`config.mk`:
```
export PLATFORM = sky130hd
export DESIGN_NAME = circular_deque_buffer_top
export DESIGN_NICKNAME = d
export VERILOG_FILES = /design/src/rtl/cdb_pkg.sv /design/src/rtl/cdb_ram.sv /design/src/rtl/cdb_ring_add.sv /design/src/rtl/circular_deque_buffer_top.sv
export SDC_FILE = /design/constraint.sdc
export NUM_CORES = 2
export LEC_CHECK = 0
export BUFFER_PORTS_ARGS = -buffer_cell sky130_fd_sc_hd__buf_2
export CAP_MARGIN = 20
export CORE_UTILIZATION = 45
export DETAILED_ROUTE_END_ITERATION = 7
export GPL_ROUTABILITY_DRIVEN = 0
export SYNTH_ARGS = -nofsm -noshare
export SYNTH_HDL_FRONTEND = slang
export SYNTH_HIERARCHICAL = 1
export SYNTH_SLANG_ARGS = --single-unit
```
`constraint.sdc`:
```
create_clock -name clk -period 11.15 [get_ports clk]
set_input_delay 2.23 -clock clk [delete_from_list [all_inputs] [get_ports clk]]
set_output_delay 2.23 -clock clk [all_outputs]
set_load 0.005 [all_outputs]
```
`src/rtl/cdb_pkg.sv`:
```
package cdb_pkg;

	// Ring geometry. Pointers address one slot, counts reach the full depth.
	localparam int MAX_DEPTH = 256;
	localparam int ELEM_W    = 8;
	localparam int PTR_W     = $clog2(MAX_DEPTH);
	localparam int CNT_W     = PTR_W + 1;

	// Fixed field widths of the item and result.
	localparam int OP_W = 4;
	localparam int ST_W = 3;

	typedef logic [PTR_W-1:0]  ptr_t;
	typedef logic [CNT_W-1:0]  cnt_t;
	typedef logic [ELEM_W-1:0] elem_t;
	typedef logic [OP_W-1:0]   op_t;
	typedef logic [ST_W-1:0]   st_t;

	localparam op_t OP_PUSH_BACK  = 4'd0;
	localparam op_t OP_PUSH_FRONT = 4'd1;
	localparam op_t OP_POP_BACK   = 4'd2;
	localparam op_t OP_POP_FRONT  = 4'd3;
	localparam op_t OP_READ_AT    = 4'd4;
	localparam op_t OP_READ_FRONT = 4'd5;
	localparam op_t OP_READ_BACK  = 4'd6;
	localparam op_t OP_INSERT     = 4'd7;
	localparam op_t OP_ERASE      = 4'd8;
	localparam op_t OP_CLEAR      = 4'd9;

	localparam st_t ST_OK    = 3'd0;
	localparam st_t ST_FULL  = 3'd1;
	localparam st_t ST_EMPTY = 3'd2;
	localparam st_t ST_RANGE = 3'd3;
	localparam st_t ST_ERASE = 3'd4;

endpackage

```
`src/rtl/cdb_ram.sv`:
```
module cdb_ram #(
	parameter int WIDTH = 8,
	parameter int DEPTH = 256
) (
	input  logic                     clk,
	input  logic                     we,
	input  logic [$clog2(DEPTH)-1:0] waddr,
	input  logic [WIDTH-1:0]         wdata,
	input  logic                     re,
	input  logic [$clog2(DEPTH)-1:0] raddr,
	output logic [WIDTH-1:0]         rdata
);

	logic [WIDTH-1:0] mem [DEPTH];

	always_ff @(posedge clk) begin
		if (we) begin
			mem[waddr] <= wdata;
		end
		if (re) begin
			rdata <= mem[raddr];
		end
	end

endmodule

```
`src/rtl/cdb_ring_add.sv`:
```
module cdb_ring_add (
	input  cdb_pkg::cnt_t cap,
	input  cdb_pkg::ptr_t base,
	input  cdb_pkg::cnt_t offset,
	output cdb_pkg::ptr_t result
);
	import cdb_pkg::*;

	// base is below cap and offset is at most cap, so the sum stays below twice
	// the capacity and a single conditional subtract reduces it.
	logic [CNT_W:0] sum;
	logic [CNT_W:0] cap_x;
	logic [CNT_W:0] red;

	assign sum   = {2'b00, base} + {1'b0, offset};
	assign cap_x = {1'b0, cap};
	assign red   = (sum >= cap_x) ? (sum - cap_x) : sum;
	assign result = red[PTR_W-1:0];

endmodule

```
`src/rtl/circular_deque_buffer_top.sv`:
```
// Ring-buffer double-ended queue of bytes.
// Commands arrive on the s_ stream, one transfer per command; each command gives
// exactly one result transfer on the m_ stream, in order. Commands push or pop at
// either end, read at a logical index or at either end, insert at a position,
// erase a range, or clear. A failing command reports its status and changes nothing.
// The cfg port sets the number of ring slots in use (0 is taken as 1, values above
// the depth as the depth); a write empties the buffer. Writes are to be made while
// idle; the block itself does not enforce this. A command is taken only while the
// sequencer is idle, so the next command waits until the result of the last one is
// in the output register. Insert and erase move stored bytes one at a time through
// the single-port-read slot RAM, each byte read, then written back; insert moves
// the leading bytes when the position lies in the front half, else the trailing
// bytes, and erase moves the elements after the range. Slot addresses come from one
// shared ring adder (add, compare, subtract), apart from push back and read front,
// which use the tail and head pointers directly.
// After reset the buffer is empty and the capacity is 256; the slot RAM has no
// clearing pass since a slot is never read before it is written.
// The result sits in an output register. If the receiver stalls, the next command
// is still accepted and worked on, and its result waits until the register frees.
module circular_deque_buffer_top (
	input  logic                 clk,
	input  logic                 arst_n,
	// Configuration: capacity in use.
	input  logic                 cfg_we,
	input  logic [8:0]           cfg_wdata,
	// Command stream. s_tdata: opcode[3:0], value[11:4], index[20:12],
	// index_end[29:21], zero fill[31:30].
	input  logic                 s_tvalid,
	output logic                 s_tready,
	input  logic [31:0]          s_tdata,
	// Result stream. m_tdata: read_data[7:0], status[10:8], fill_count[19:11],
	// is_full[20], is_empty[21], zero fill[23:22].
	output logic                 m_tvalid,
	input  logic                 m_tready,
	output logic [23:0]          m_tdata
);
	import cdb_pkg::*;

	// Sequencer states.
	localparam logic [2:0] S_IDLE = 3'd0;
	localparam logic [2:0] S_EXEC = 3'd1;
	localparam logic [2:0] S_MRD  = 3'd2;
	localparam logic [2:0] S_MWR  = 3'd3;
	localparam logic [2:0] S_FIN  = 3'd4;
	localparam logic [2:0] S_DONE = 3'd5;

	logic [2:0] state_q;

	// Latched command.
	op_t   op_q;
	elem_t val_q;
	cnt_t  idx_q;
	cnt_t  idx_end_q;

	// Ring state.
	ptr_t  head_q;
	ptr_t  tail_q;
	cnt_t  count_q;
	cnt_t  cap_q;

	// Move loop: logical source and destination, bytes left, direction.
	cnt_t  src_q;
	cnt_t  dst_q;
	cnt_t  moves_q;
	logic  up_q;

	logic  rd_sel_q;
	st_t   status_q;
	logic  m_tvalid_q;
	logic [23:0] m_tdata_q;

	// Shared ring adder.
	ptr_t  ring_base;
	cnt_t  ring_off;
	ptr_t  ring_out;

	// Slot RAM ports.
	logic  ram_we;
	ptr_t  ram_waddr;
	elem_t ram_wdata;
	logic  ram_re;
	ptr_t  ram_raddr;
	elem_t ram_rdata;

	st_t   st_c;
	logic  full_c;
	logic  empty_c;
	logic  front_c;
	cnt_t  cap_m1_c;
	cnt_t  erase_left_c;
	cnt_t  cap_new_c;
	elem_t rd_c;
	logic  out_free_c;

	assign full_c       = (count_q >= cap_q);
	assign empty_c      = (count_q == '0);
	assign front_c      = (idx_q < (count_q >> 1));
	assign cap_m1_c     = cap_q - cnt_t'(1);
	assign erase_left_c = count_q - (idx_end_q - idx_q);
	assign out_free_c   = !m_tvalid_q || m_tready;
	assign rd_c         = rd_sel_q ? ram_rdata : '0;

	always_comb begin
		if (cfg_wdata == '0) begin
			cap_new_c = cnt_t'(1);
		end else if (cfg_wdata > cnt_t'(MAX_DEPTH)) begin
			cap_new_c = cnt_t'(MAX_DEPTH);
		end else begin
			cap_new_c = cfg_wdata;
		end
	end

	// Error checks on the latched command against the current ring state.
	always_comb begin
		st_c = ST_OK;
		case (op_q)
			OP_PUSH_BACK, OP_PUSH_FRONT: begin
				if (full_c) st_c = ST_FULL;
			end
			OP_POP_BACK, OP_POP_FRONT, OP_READ_FRONT, OP_READ_BACK: begin
				if (empty_c) st_c = ST_EMPTY;
			end
			OP_READ_AT: begin
				if (idx_q >= count_q) st_c = ST_RANGE;
			end
			OP_INSERT: begin
				if (idx_q > count_q) st_c = ST_RANGE;
				else if (full_c) st_c = ST_FULL;
			end
			OP_ERASE: begin
				if (idx_end_q > count_q) st_c = ST_RANGE;
				else if (idx_q >= idx_end_q) st_c = ST_ERASE;
			end
			default: st_c = ST_OK;
		endcase
	end

	// Operand selection for the ring adder. At rest it computes head + count,
	// which must equal the tail pointer.
	always_comb begin
		ring_base = head_q;
		ring_off  = count_q;
		case (state_q)
			S_EXEC: begin
				case (op_q)
					OP_PUSH_BACK: begin
						ring_base = tail_q;
						ring_off  = cnt_t'(1);
					end
					OP_PUSH_FRONT: ring_off = cap_m1_c;
					OP_POP_BACK, OP_READ_BACK: begin
						ring_base = tail_q;
						ring_off  = cap_m1_c;
					end
					OP_POP_FRONT: ring_off = cnt_t'(1);
					OP_READ_AT:   ring_off = idx_q;
					OP_INSERT: begin
						if (front_c) begin
							ring_off = cap_m1_c;
						end else begin
							ring_base = tail_q;
							ring_off  = cnt_t'(1);
						end
					end
					default: ring_off = count_q;
				endcase
			end
			S_MRD: ring_off = src_q;
			S_MWR: ring_off = dst_q;
			S_FIN: ring_off = (op_q == OP_INSERT) ? idx_q : erase_left_c;
			default: ring_off = count_q;
		endcase
	end

	cdb_ring_add u_ring (
		.cap    (cap_q),
		.base   (ring_base),
		.offset (ring_off),
		.result (ring_out)
	);

	// Slot RAM port control.
	always_comb begin
		ram_we    = 1'b0;
		ram_waddr = ring_out;
		ram_wdata = val_q;
		ram_re    = 1'b0;
		ram_raddr = ring_out;
		case (state_q)
			S_EXEC: begin
				if (st_c == ST_OK) begin
					case (op_q)
						OP_PUSH_BACK: begin
							ram_we    = 1'b1;
							ram_waddr = tail_q;
						end
						OP_PUSH_FRONT: ram_we = 1'b1;
						OP_READ_AT, OP_READ_BACK: ram_re = 1'b1;
						OP_READ_FRONT: begin
							ram_re    = 1'b1;
							ram_raddr = head_q;
						end
						default: ram_we = 1'b0;
					endcase
				end
			end
			S_MRD: ram_re = 1'b1;
			S_MWR: begin
				ram_we    = 1'b1;
				ram_wdata = ram_rdata;
			end
			S_FIN: ram_we = (op_q == OP_INSERT);
			default: ram_we = 1'b0;
		endcase
	end

	cdb_ram #(
		.WIDTH (ELEM_W),
		.DEPTH (MAX_DEPTH)
	) u_slots (
		.clk   (clk),
		.we    (ram_we),
		.waddr (ram_waddr),
		.wdata (ram_wdata),
		.re    (ram_re),
		.raddr (ram_raddr),
		.rdata (ram_rdata)
	);

	// Sequencer and ring state.
	always_ff @(posedge clk or negedge arst_n) begin
		if (!arst_n) begin
			state_q    <= S_IDLE;
			head_q     <= '0;
			tail_q     <= '0;
			count_q    <= '0;
			cap_q      <= cnt_t'(MAX_DEPTH);
			src_q      <= '0;
			dst_q      <= '0;
			moves_q    <= '0;
			up_q       <= 1'b0;
			rd_sel_q   <= 1'b0;
			m_tvalid_q <= 1'b0;
		end else begin
			if (state_q == S_DONE && out_free_c) begin
				m_tvalid_q <= 1'b1;
			end else if (m_tvalid_q && m_tready) begin
				m_tvalid_q <= 1'b0;
			end
			if (cfg_we) begin
				cap_q   <= cap_new_c;
				head_q  <= '0;
				tail_q  <= '0;
				count_q <= '0;
			end
			case (state_q)
				S_IDLE: begin
					if (s_tvalid) begin
						state_q <= S_EXEC;
					end
				end
				S_EXEC: begin
					rd_sel_q <= (st_c == ST_OK) && ((op_q == OP_READ_AT) ||
						(op_q == OP_READ_FRONT) || (op_q == OP_READ_BACK));
					if (st_c == ST_OK) begin
						case (op_q)
							OP_PUSH_BACK: begin
								tail_q  <= ring_out;
								count_q <= count_q + cnt_t'(1);
								state_q <= S_DONE;
							end
							OP_PUSH_FRONT: begin
								head_q  <= ring_out;
								count_q <= count_q + cnt_t'(1);
								state_q <= S_DONE;
							end
							OP_POP_BACK: begin
								tail_q  <= ring_out;
								count_q <= count_q - cnt_t'(1);
								state_q <= S_DONE;
							end
							OP_POP_FRONT: begin
								head_q  <= ring_out;
								count_q <= count_q - cnt_t'(1);
								state_q <= S_DONE;
							end
							OP_READ_AT, OP_READ_FRONT, OP_READ_BACK: begin
								state_q <= S_DONE;
							end
							OP_INSERT: begin
								if (front_c) begin
									// Leading bytes slide down one slot under a new head.
									head_q  <= ring_out;
									src_q   <= cnt_t'(1);
									dst_q   <= '0;
									moves_q <= idx_q;
									up_q    <= 1'b1;
									state_q <= (idx_q != '0) ? S_MRD : S_FIN;
								end else begin
									// Trailing bytes slide up one slot, last one first.
									tail_q  <= ring_out;
									src_q   <= count_q - cnt_t'(1);
									dst_q   <= count_q;
									moves_q <= count_q - idx_q;
									up_q    <= 1'b0;
									state_q <= (count_q != idx_q) ? S_MRD : S_FIN;
								end
							end
							OP_ERASE: begin
								src_q   <= idx_end_q;
								dst_q   <= idx_q;
								moves_q <= count_q - idx_end_q;
								up_q    <= 1'b1;
								state_q <= (count_q != idx_end_q) ? S_MRD : S_FIN;
							end
							OP_CLEAR: begin
								head_q  <= '0;
								tail_q  <= '0;
								count_q <= '0;
								state_q <= S_DONE;
							end
							default: state_q <= S_DONE;
						endcase
					end else begin
						state_q <= S_DONE;
					end
				end
				S_MRD: begin
					state_q <= S_MWR;
				end
				S_MWR: begin
					moves_q <= moves_q - cnt_t'(1);
					if (up_q) begin
						src_q <= src_q + cnt_t'(1);
						dst_q <= dst_q + cnt_t'(1);
					end else begin
						src_q <= src_q - cnt_t'(1);
						dst_q <= dst_q - cnt_t'(1);
					end
					state_q <= (moves_q == cnt_t'(1)) ? S_FIN : S_MRD;
				end
				S_FIN: begin
					if (op_q == OP_INSERT) begin
						count_q <= count_q + cnt_t'(1);
					end else begin
						count_q <= erase_left_c;
						tail_q  <= ring_out;
					end
					state_q <= S_DONE;
				end
				S_DONE: begin
					if (out_free_c) begin
						state_q <= S_IDLE;
					end
				end
				default: state_q <= S_IDLE;
			endcase
		end
	end

	// Command latch and result payload.
	always_ff @(posedge clk) begin
		if (s_tvalid && s_tready) begin
			op_q      <= s_tdata[3:0];
			val_q     <= s_tdata[11:4];
			idx_q     <= s_tdata[20:12];
			idx_end_q <= s_tdata[29:21];
		end
		if (state_q == S_EXEC) begin
			status_q <= st_c;
		end
		if (state_q == S_DONE && out_free_c) begin
			m_tdata_q <= {2'b00, (count_q == '0), (count_q == cap_q), count_q, status_q, rd_c};
		end
	end

	assign s_tready = (state_q == S_IDLE);
	assign m_tvalid = m_tvalid_q;
	assign m_tdata  = m_tdata_q;

	// The element count never passes the capacity in use.
	a_count_in_cap: assert property (@(posedge clk) disable iff (!arst_n)
		count_q <= cap_q)
		else $error("element count above capacity in use");

	// Both pointers stay inside the ring.
	a_ptr_in_ring: assert property (@(posedge clk) disable iff (!arst_n)
		(head_q < cap_q) && (tail_q < cap_q))
		else $error("ring pointer outside capacity in use");

	// At rest the tail sits exactly count slots after the head.
	a_tail_follows: assert property (@(posedge clk) disable iff (!arst_n)
		(state_q == S_IDLE) |-> (ring_out == tail_q))
		else $error("tail pointer out of step with head and count");

	// A write-back step always follows its read step.
	a_move_pairs: assert property (@(posedge clk) disable iff (!arst_n)
		(state_q == S_MWR) |-> ($past(state_q) == S_MRD))
		else $error("move write without a preceding read");

endmodule

```
Word level (Yosys, flattened, before mapping)
Memories as Yosys holds them, arrays and structs flattened. A register that Yosys moved wholly into a read port is not among the register bits.
Index checks and enable logic that the tools add are counted.
Storage, ports and cells
  register bits after elaboration: 122
  latch bits: 0
  bits in writable memories: 2048
  memory bits (read-only): 0
  input bits: 46
  output and inout port bits: 26
  logic and storage cells: 168
  memories: 1
Cells by class
  add/sub/neg operators: 14
  multipliers: 0
  div/mod/pow operators: 0
  order comparisons: 8
  equality and inequality tests: 22
  shift operators: 0
  mux-type cells: 76
  bitwise logic cells: 0
  reductions and logical operators: 29
Memory list
  u_slots.mem: depth 256, width 8, read ports 1, clocked after Yosys merged registers in 1, write ports 1, line cdb_ram.sv:14  | logic [WIDTH-1:0] mem [DEPTH];
Operator list (number)
  8-bit two-way mux: 18
  9-bit two-way mux: 15
  9-bit one-hot mux with 2 select lines: 7
  9-bit one-hot mux with 4 select lines: 2
  8-bit one-hot mux with 3 select lines: 2
  9-bit by 1-bit subtractor with 9-bit output, second input constant: 5
  9-bit subtractor: 4
  3-bit two-way mux: 11
  8-bit one-hot mux with 2 select lines: 2
  9-bit by 1-bit adder with 9-bit output, second input constant: 3
  9-bit greater-or-equal comparator: 3
  9-bit one-hot mux with 3 select lines: 1
  9-bit > comparator: 2
  9-bit zero test: 2
  9-bit inequality test: 2
  3-bit one-hot mux with 6 select lines: 1
  4-bit by 3-bit == test with 1-bit output, second input constant: 4
  3-bit one-hot mux with 5 select lines: 1
  8-bit by 9-bit adder with 10-bit output: 1
  10-bit by 9-bit greater-or-equal comparator with 1-bit output: 1
  1-bit two-way mux: 10
  2-bit OR reduction: 5
  9-bit by 1-bit == test with 1-bit output, second input constant: 1
  9-bit == test: 1
  26 further kinds: 45

Longest topological paths before layout
  word-level depth: 11
  mapped depth: 37
  gate-level depth less buffers: 32

Cells and area by module
Netlist, hierarchy kept.
By module, submodules not included
  cdb_ram: instances 1, cells each 3733, area each 79636.4 um2, sequential area each 61739.2 um2
  circular_deque_buffer_top: instances 1, cells each 1066, area each 9529.1 um2, sequential area each 3329.4 um2
  cdb_ring_add: instances 1, cells each 96, area each 827.0 um2, sequential area each 0.0 um2

Least setup slack after synthesis
OpenSTA, ideal clock, no wires.
  path type: register to register
  from: reg count_q[8]
  to: reg u_slots.rdata[2], read port of u_slots.mem, data pin
  library setup time: 0.269 ns
  data arrival time: 7.691 ns
  data required time: 10.881 ns
  setup slack: 3.191 ns
  stages on the path, launching flop included: 33
  path buffers: 6
  clock period less this slack: 7.959 ns
  path through: dfrtp_1 clkbuf_1 clkinv_1 ha_1 nand3_1 o31ai_1 or2_2 clkbuf_1 nand2_1 a2111oi_4 mux2_2 ha_1 fa_1 a21o_1 a21oi_1 xnor2_1 ha_1 a21o_1 a221oi_2 a31oi_1 a211oi_4 o21ai_4 mux2i_1 mux2_2 buf_6 buf_12 buf_8 buf_2 mux4_2 a22oi_1 a21oi_1 nor4_1 nor4_2
On the way
  cells in the longest elaborated chain, start to end: 10
  elaborated cells between the ends (all ways): 30
  those cells by class: add/sub: 3; order compare: 6; mux: 19; reduce/logical: 2
Ends and longest elaborated chain
  from (decl): line circular_deque_buffer_top.sv:58  | cnt_t count_q;
  from (signal assigned): line circular_deque_buffer_top.sv:269  | count_q <= count_q + cnt_t'(1);
  from (signal assigned): line circular_deque_buffer_top.sv:274  | count_q <= count_q + cnt_t'(1);
  from (signal assigned): line circular_deque_buffer_top.sv:279  | count_q <= count_q - cnt_t'(1);
  9-bit by 8-bit less-than comparator with 1-bit output (*): line circular_deque_buffer_top.sv:97  | assign front_c = (idx_q < (count_q >> 1));
  8-bit two-way mux (*): line circular_deque_buffer_top.sv:158  | if (front_c) begin
  8-bit one-hot mux with 2 select lines (*): line circular_deque_buffer_top.sv:145  | case (op_q)
  8-bit two-way mux (*): line circular_deque_buffer_top.sv:143  | case (state_q)
  via ring_base[0]: line circular_deque_buffer_top.sv:73  | ptr_t ring_base;
  8-bit by 9-bit adder with 10-bit output (*): line cdb_ring_add.sv:15  | assign sum = {2'b00, base} + {1'b0, offset};
  8-bit subtractor / 10-bit by 9-bit greater-or-equal comparator with 1-bit output (equally long branches): line cdb_ring_add.sv:17  | assign red = (sum >= cap_x) ? (sum - cap_x) : sum;
  8-bit two-way mux (*): line cdb_ring_add.sv:17
  via ring_out[0]: line circular_deque_buffer_top.sv:75  | ptr_t ring_out;
  8-bit two-way mux: line circular_deque_buffer_top.sv:192  | case (op_q)
  8-bit two-way mux: line circular_deque_buffer_top.sv:191  | if (st_c == ST_OK) begin
  8-bit two-way mux (*): line circular_deque_buffer_top.sv:189  | case (state_q)
  via ram_raddr[0]: line circular_deque_buffer_top.sv:82  | ptr_t ram_raddr;
  to (decl): line cdb_ram.sv:11  | output logic [WIDTH-1:0] rdata
The timed path passes the listed nets; every way through them passes the cells marked *.
A chain may end at the register's enable or synchronous reset.

Worst setup path in the final report
  from: reg count_q[3]
  to: reg u_slots.rdata[6], read port of u_slots.mem, data pin
The elaborated chain is that of the path after synthesis.

==> PnR_summary.wiki <==
{| class="wikitable"
! Metric !! Value
|-
| Worst hold path stage count || 0
|-
| Wire length per cell after detailed routing || 28.9 um
|-
| Count of H-tree levels built during CTS || 4
|-
| Antenna violations before repair || 6
|-
| Count of distinct cell types in the synthesized netlist || 100
|-
| Total of max-cap violations || 0
|-
| Congestion Overflow GR || 0
|-
| Slowest stage cell on the critical path || sky130_fd_sc_hd__mux2_8
|-
| Hold worst-path end || m_tdata[9]
|-
| Average cell area after synthesis || roughly 18 sq um
|-
| Number of instances in the synthesized netlist || ~4900
|-
| Quantity of hold-fixing buffers added after cts || 0
|-
| Sum of negative setup slack || 0 ps
|-
| WHS || 426 ps
|-
| DIE HEIGHT || 449 um
|-
| Slew HR || -0.937%
|-
| Post-cts gate resize count || 0
|-
| Worst Reg2Reg Path Length in Cells || 32
|-
| Cts bufs inserted || approximately 220
|-
| Number of global-route vias before repair || between 40000 and 50000
|-
| Final worst-path cycle share || roughly 90%
|-
| Buffer depth of the longest clock path || 3
|-
| Setup slack on the worst flop-to-flop path || 1170 ps
|-
| Detailed Routing Iterations Pass 1 || 6
|-
| Post-CTS Setup Bufs || 0
|-
| Met3 Use GR || 3.91%
|-
| Critical path arrival || about 11000 ps
|-
| Async set-reset flop share out of synthesis || 3.08%
|-
| Fmax || about 100 MHz
|-
| Dominant register cell in the synthesized netlist || sky130_fd_sc_hd__edfxtp_1
|-
| Startpoint of the most critical hold path || status_q[1]
|-
| Longest individual stage delay on the worst path || 610 ps
|-
| Violated checks || max-slew violations
|-
| Pin slew with the least headroom to its limit || between 1500 and 2000 ps
|-
| Final wirelength || 232000 um
|-
| Post-route DRC || 0
|-
| DRT iter0 DRCs || between 5000 and 6000
|-
| Worst hold path class || register to register
|-
| Top area cells in the synthesized netlist || sky130_fd_sc_hd__edfxtp_1, sky130_fd_sc_hd__mux4_2, sky130_fd_sc_hd__dfrtp_1
|-
| Number of buffers inserted by port buffering || 67
|-
| Global router's overall resource usage || roughly 23%
|-
| Net count, final || about 5300
|-
| Setup WS post-layout || 1170 ps
|-
| Number of vias per cell after detailed routing || between 6 and 7
|-
| Die boundary width || 449 um
|-
| HPWL after DPL || 147000 um
|-
| CTS sink count || 2178
|-
| Area of the mapped netlist || around 0.090 sq mm
|-
| Area share of the largest cell type after synthesis || 70.4%
|-
| Layout Skew || approximately 37 ps
|-
| M2 GR Usage || 36.2%
|-
| Layout-stage area growth over the synthesis result || 12.9%
|-
| Data required time of the critical path || between 10000 and 15000 ps
|-
| Top-level port count || 72
|-
| Pin count of the biggest net entering global routing || 197
|-
| R2R Path End || u_slots/rdata[6]
|-
| Most frequent cell after synthesis || sky130_fd_sc_hd__edfxtp_1
|-
| Starting density of the core || a little under half
|-
| Top cells by count, synth || sky130_fd_sc_hd__edfxtp_1, sky130_fd_sc_hd__mux4_2, sky130_fd_sc_hd__nor2_1
|-
| Fill count || 15800
|-
| Worst-path fanout max || 41
|-
| Seq/Total Area, Yosys || a little over 70%
|-
| Clock root buffer || sky130_fd_sc_hd__clkbuf_16
|-
| Number of synthesized flops with an enable pin || approximately 2100
|-
| Critical R2R Launch || count_q[3]
|-
| Number of setup violations in the final report || 0
|-
| Count of final hold-check violations || 0
|-
| Final critical-path required period || roughly 10000 ps
|-
| Post-DRT Antenna Nets || 0
|-
| Unrepaired setup endpoints after global routing || false
|-
| Core Footprint || slightly below 0.2 sq mm
|-
| Final Slew Violations || 40
|-
| Global-route layer with the greatest usage || met2
|-
| Met1 track utilization from global routing || 32.5%
|-
| Area leader, netlist || sky130_fd_sc_hd__edfxtp_1
|-
| Kind of capture point of the worst setup path || register
|-
| Seq cells post-synth || 2178
|-
| Clock tree from TritonCTS || built
|-
| Via count of the routed design || about 48000
|-
| Worst Path Class, Setup || register to register
|-
| Register clock-pin slew on the reported worst setup and hold paths || ~60 ps
|-
| Pre-CTS setup slack || about 1200 ps
|-
| Yosys synthesis warning count || 6
|-
| Fin util || between 50% and 60%
|-
| Latest clock arrival within the worst-skew pair || roughly 870 ps
|-
| Total die area || a little over 0.2 sq mm
|-
| Outcome || finished, violations left
|-
| Number of rows in the core area || about 160
|-
| Global-route wire length before repair || approximately 340000 um
|-
| Critical path startpoint category || register
|-
| Share of cells above drive strength 1 || around 22%
|}
worst max-delay path, delay by kind of cell (launching register included):
family	cells	cell delay, ps
AO/OA/AOI/OAI	14	3590
multiplexers	4	1970
adder cells (fa/ha/maj)	4	1330
buffers and inverters	5	1250
AND/OR/NAND/NOR	4	930
flip-flops	1	320
XOR/XNOR	1	200
per-layer routing:
metal | routed length [um] | vias to the layer above
met4 | 5700 | 4
met3 | 18000 | 315
li1 | - | 20500
met5 | 32 | -
met2 | 111000 | 1991
met1 | 97200 | 25500
registers in the layout, indices dropped and copies added (netlist names), 9 cells and up:
signal and count:
idx_q 9, moves_q 9, u_slots/mem 2048, dst_q 9, count_q 9, src_q 9, idx_end_q 9, m_tdata 22
cap_q 9
layout by cell type, fill, tap and decap left out, types with 23 or more instances in the layout:
master                      synthesis  final
sky130_fd_sc_hd__o22ai_1           46     46
sky130_fd_sc_hd__inv_1             73     73
sky130_fd_sc_hd__clkbuf_1         146     44
sky130_fd_sc_hd__nor2_1           363    359
sky130_fd_sc_hd__nor2b_1           49     46
sky130_fd_sc_hd__buf_4             29    253
sky130_fd_sc_hd__dfrtp_1           66     66
sky130_fd_sc_hd__clkbuf_16          0    218
sky130_fd_sc_hd__clkinv_2           0     38
sky130_fd_sc_hd__a22o_1            24     24
sky130_fd_sc_hd__nand2b_1          25     25
sky130_fd_sc_hd__a211oi_1          28     28
sky130_fd_sc_hd__nand3_1           64     64
sky130_fd_sc_hd__ha_1              87     87
sky130_fd_sc_hd__o211ai_1          23     23
sky130_fd_sc_hd__xnor2_1           48     48
sky130_fd_sc_hd__o21ai_0           76     75
sky130_fd_sc_hd__mux2i_1          139    139
sky130_fd_sc_hd__buf_2             40     66
sky130_fd_sc_hd__nor4_1            33     33
sky130_fd_sc_hd__nor3_1            63     63
sky130_fd_sc_hd__o221ai_1          56     56
sky130_fd_sc_hd__edfxtp_1        2111   2111
sky130_fd_sc_hd__nand2_1          152    143
sky130_fd_sc_hd__a21oi_1          171    171
sky130_fd_sc_hd__a22oi_1          136    136
sky130_fd_sc_hd__clkinv_1           3     55
sky130_fd_sc_hd__mux4_2           454    454
sky130_fd_sc_hd__bufinv_16          0     24
per-stage QoR:
stage,instance area [sq um],instances
detailed placement,94400,7585
finish,102000,7998
global placement,94400,7585
floorplan,90000,4896
global route,102000,7996
CTS,102000,7990
cell families after synthesis:
kind of cell               count (synthesis)  share of synthesized area, %
and+or+nand+nor                          852                          4.46
AOI/OAI and AO/OA                        709                          5.50
buffers and inverters                    364                          2.20
muxes                                    627                          13.4
xor gates and xnor gates                  63                         0.613
DFF                                     2178                          72.3
adders and majority gates                101                          1.52
other                                      1                       0.00417
worst max-delay path by stage:
stage	startpoint	to	slack [ps]	cells after the start
2_1_floorplan	count_q[8]	u_slots/rdata[2]	3190	32
3_5_place_dp	count_q[3]	u_slots/rdata[6]	1210	32
3_3_place_gp	count_q[3]	u_slots/rdata[6]	1300	32
4_1_cts	count_q[3]	u_slots/rdata[6]	1170	32
5_1_grt	count_q[3]	u_slots/rdata[2]	600	32
6_report	count_q[3]	u_slots/rdata[6]	1170	32
area by class of cell:
cell class	instances	area (sq um)	area share, %
antenna	3	7.51	0.00739
clock buffer	262	5620	5.53
clock inverter	143	1540	1.51
inverter	76	285	0.281
multi-input combinational	2354	23100	22.7
sequential	2178	65100	64.0
tap	2640	3300	3.25
timing repair buffer	342	2700	2.66
Power is left out: the tool's default activity adds up to more than one toggle a clock period on the data nets, which glitch-free logic cannot reach.
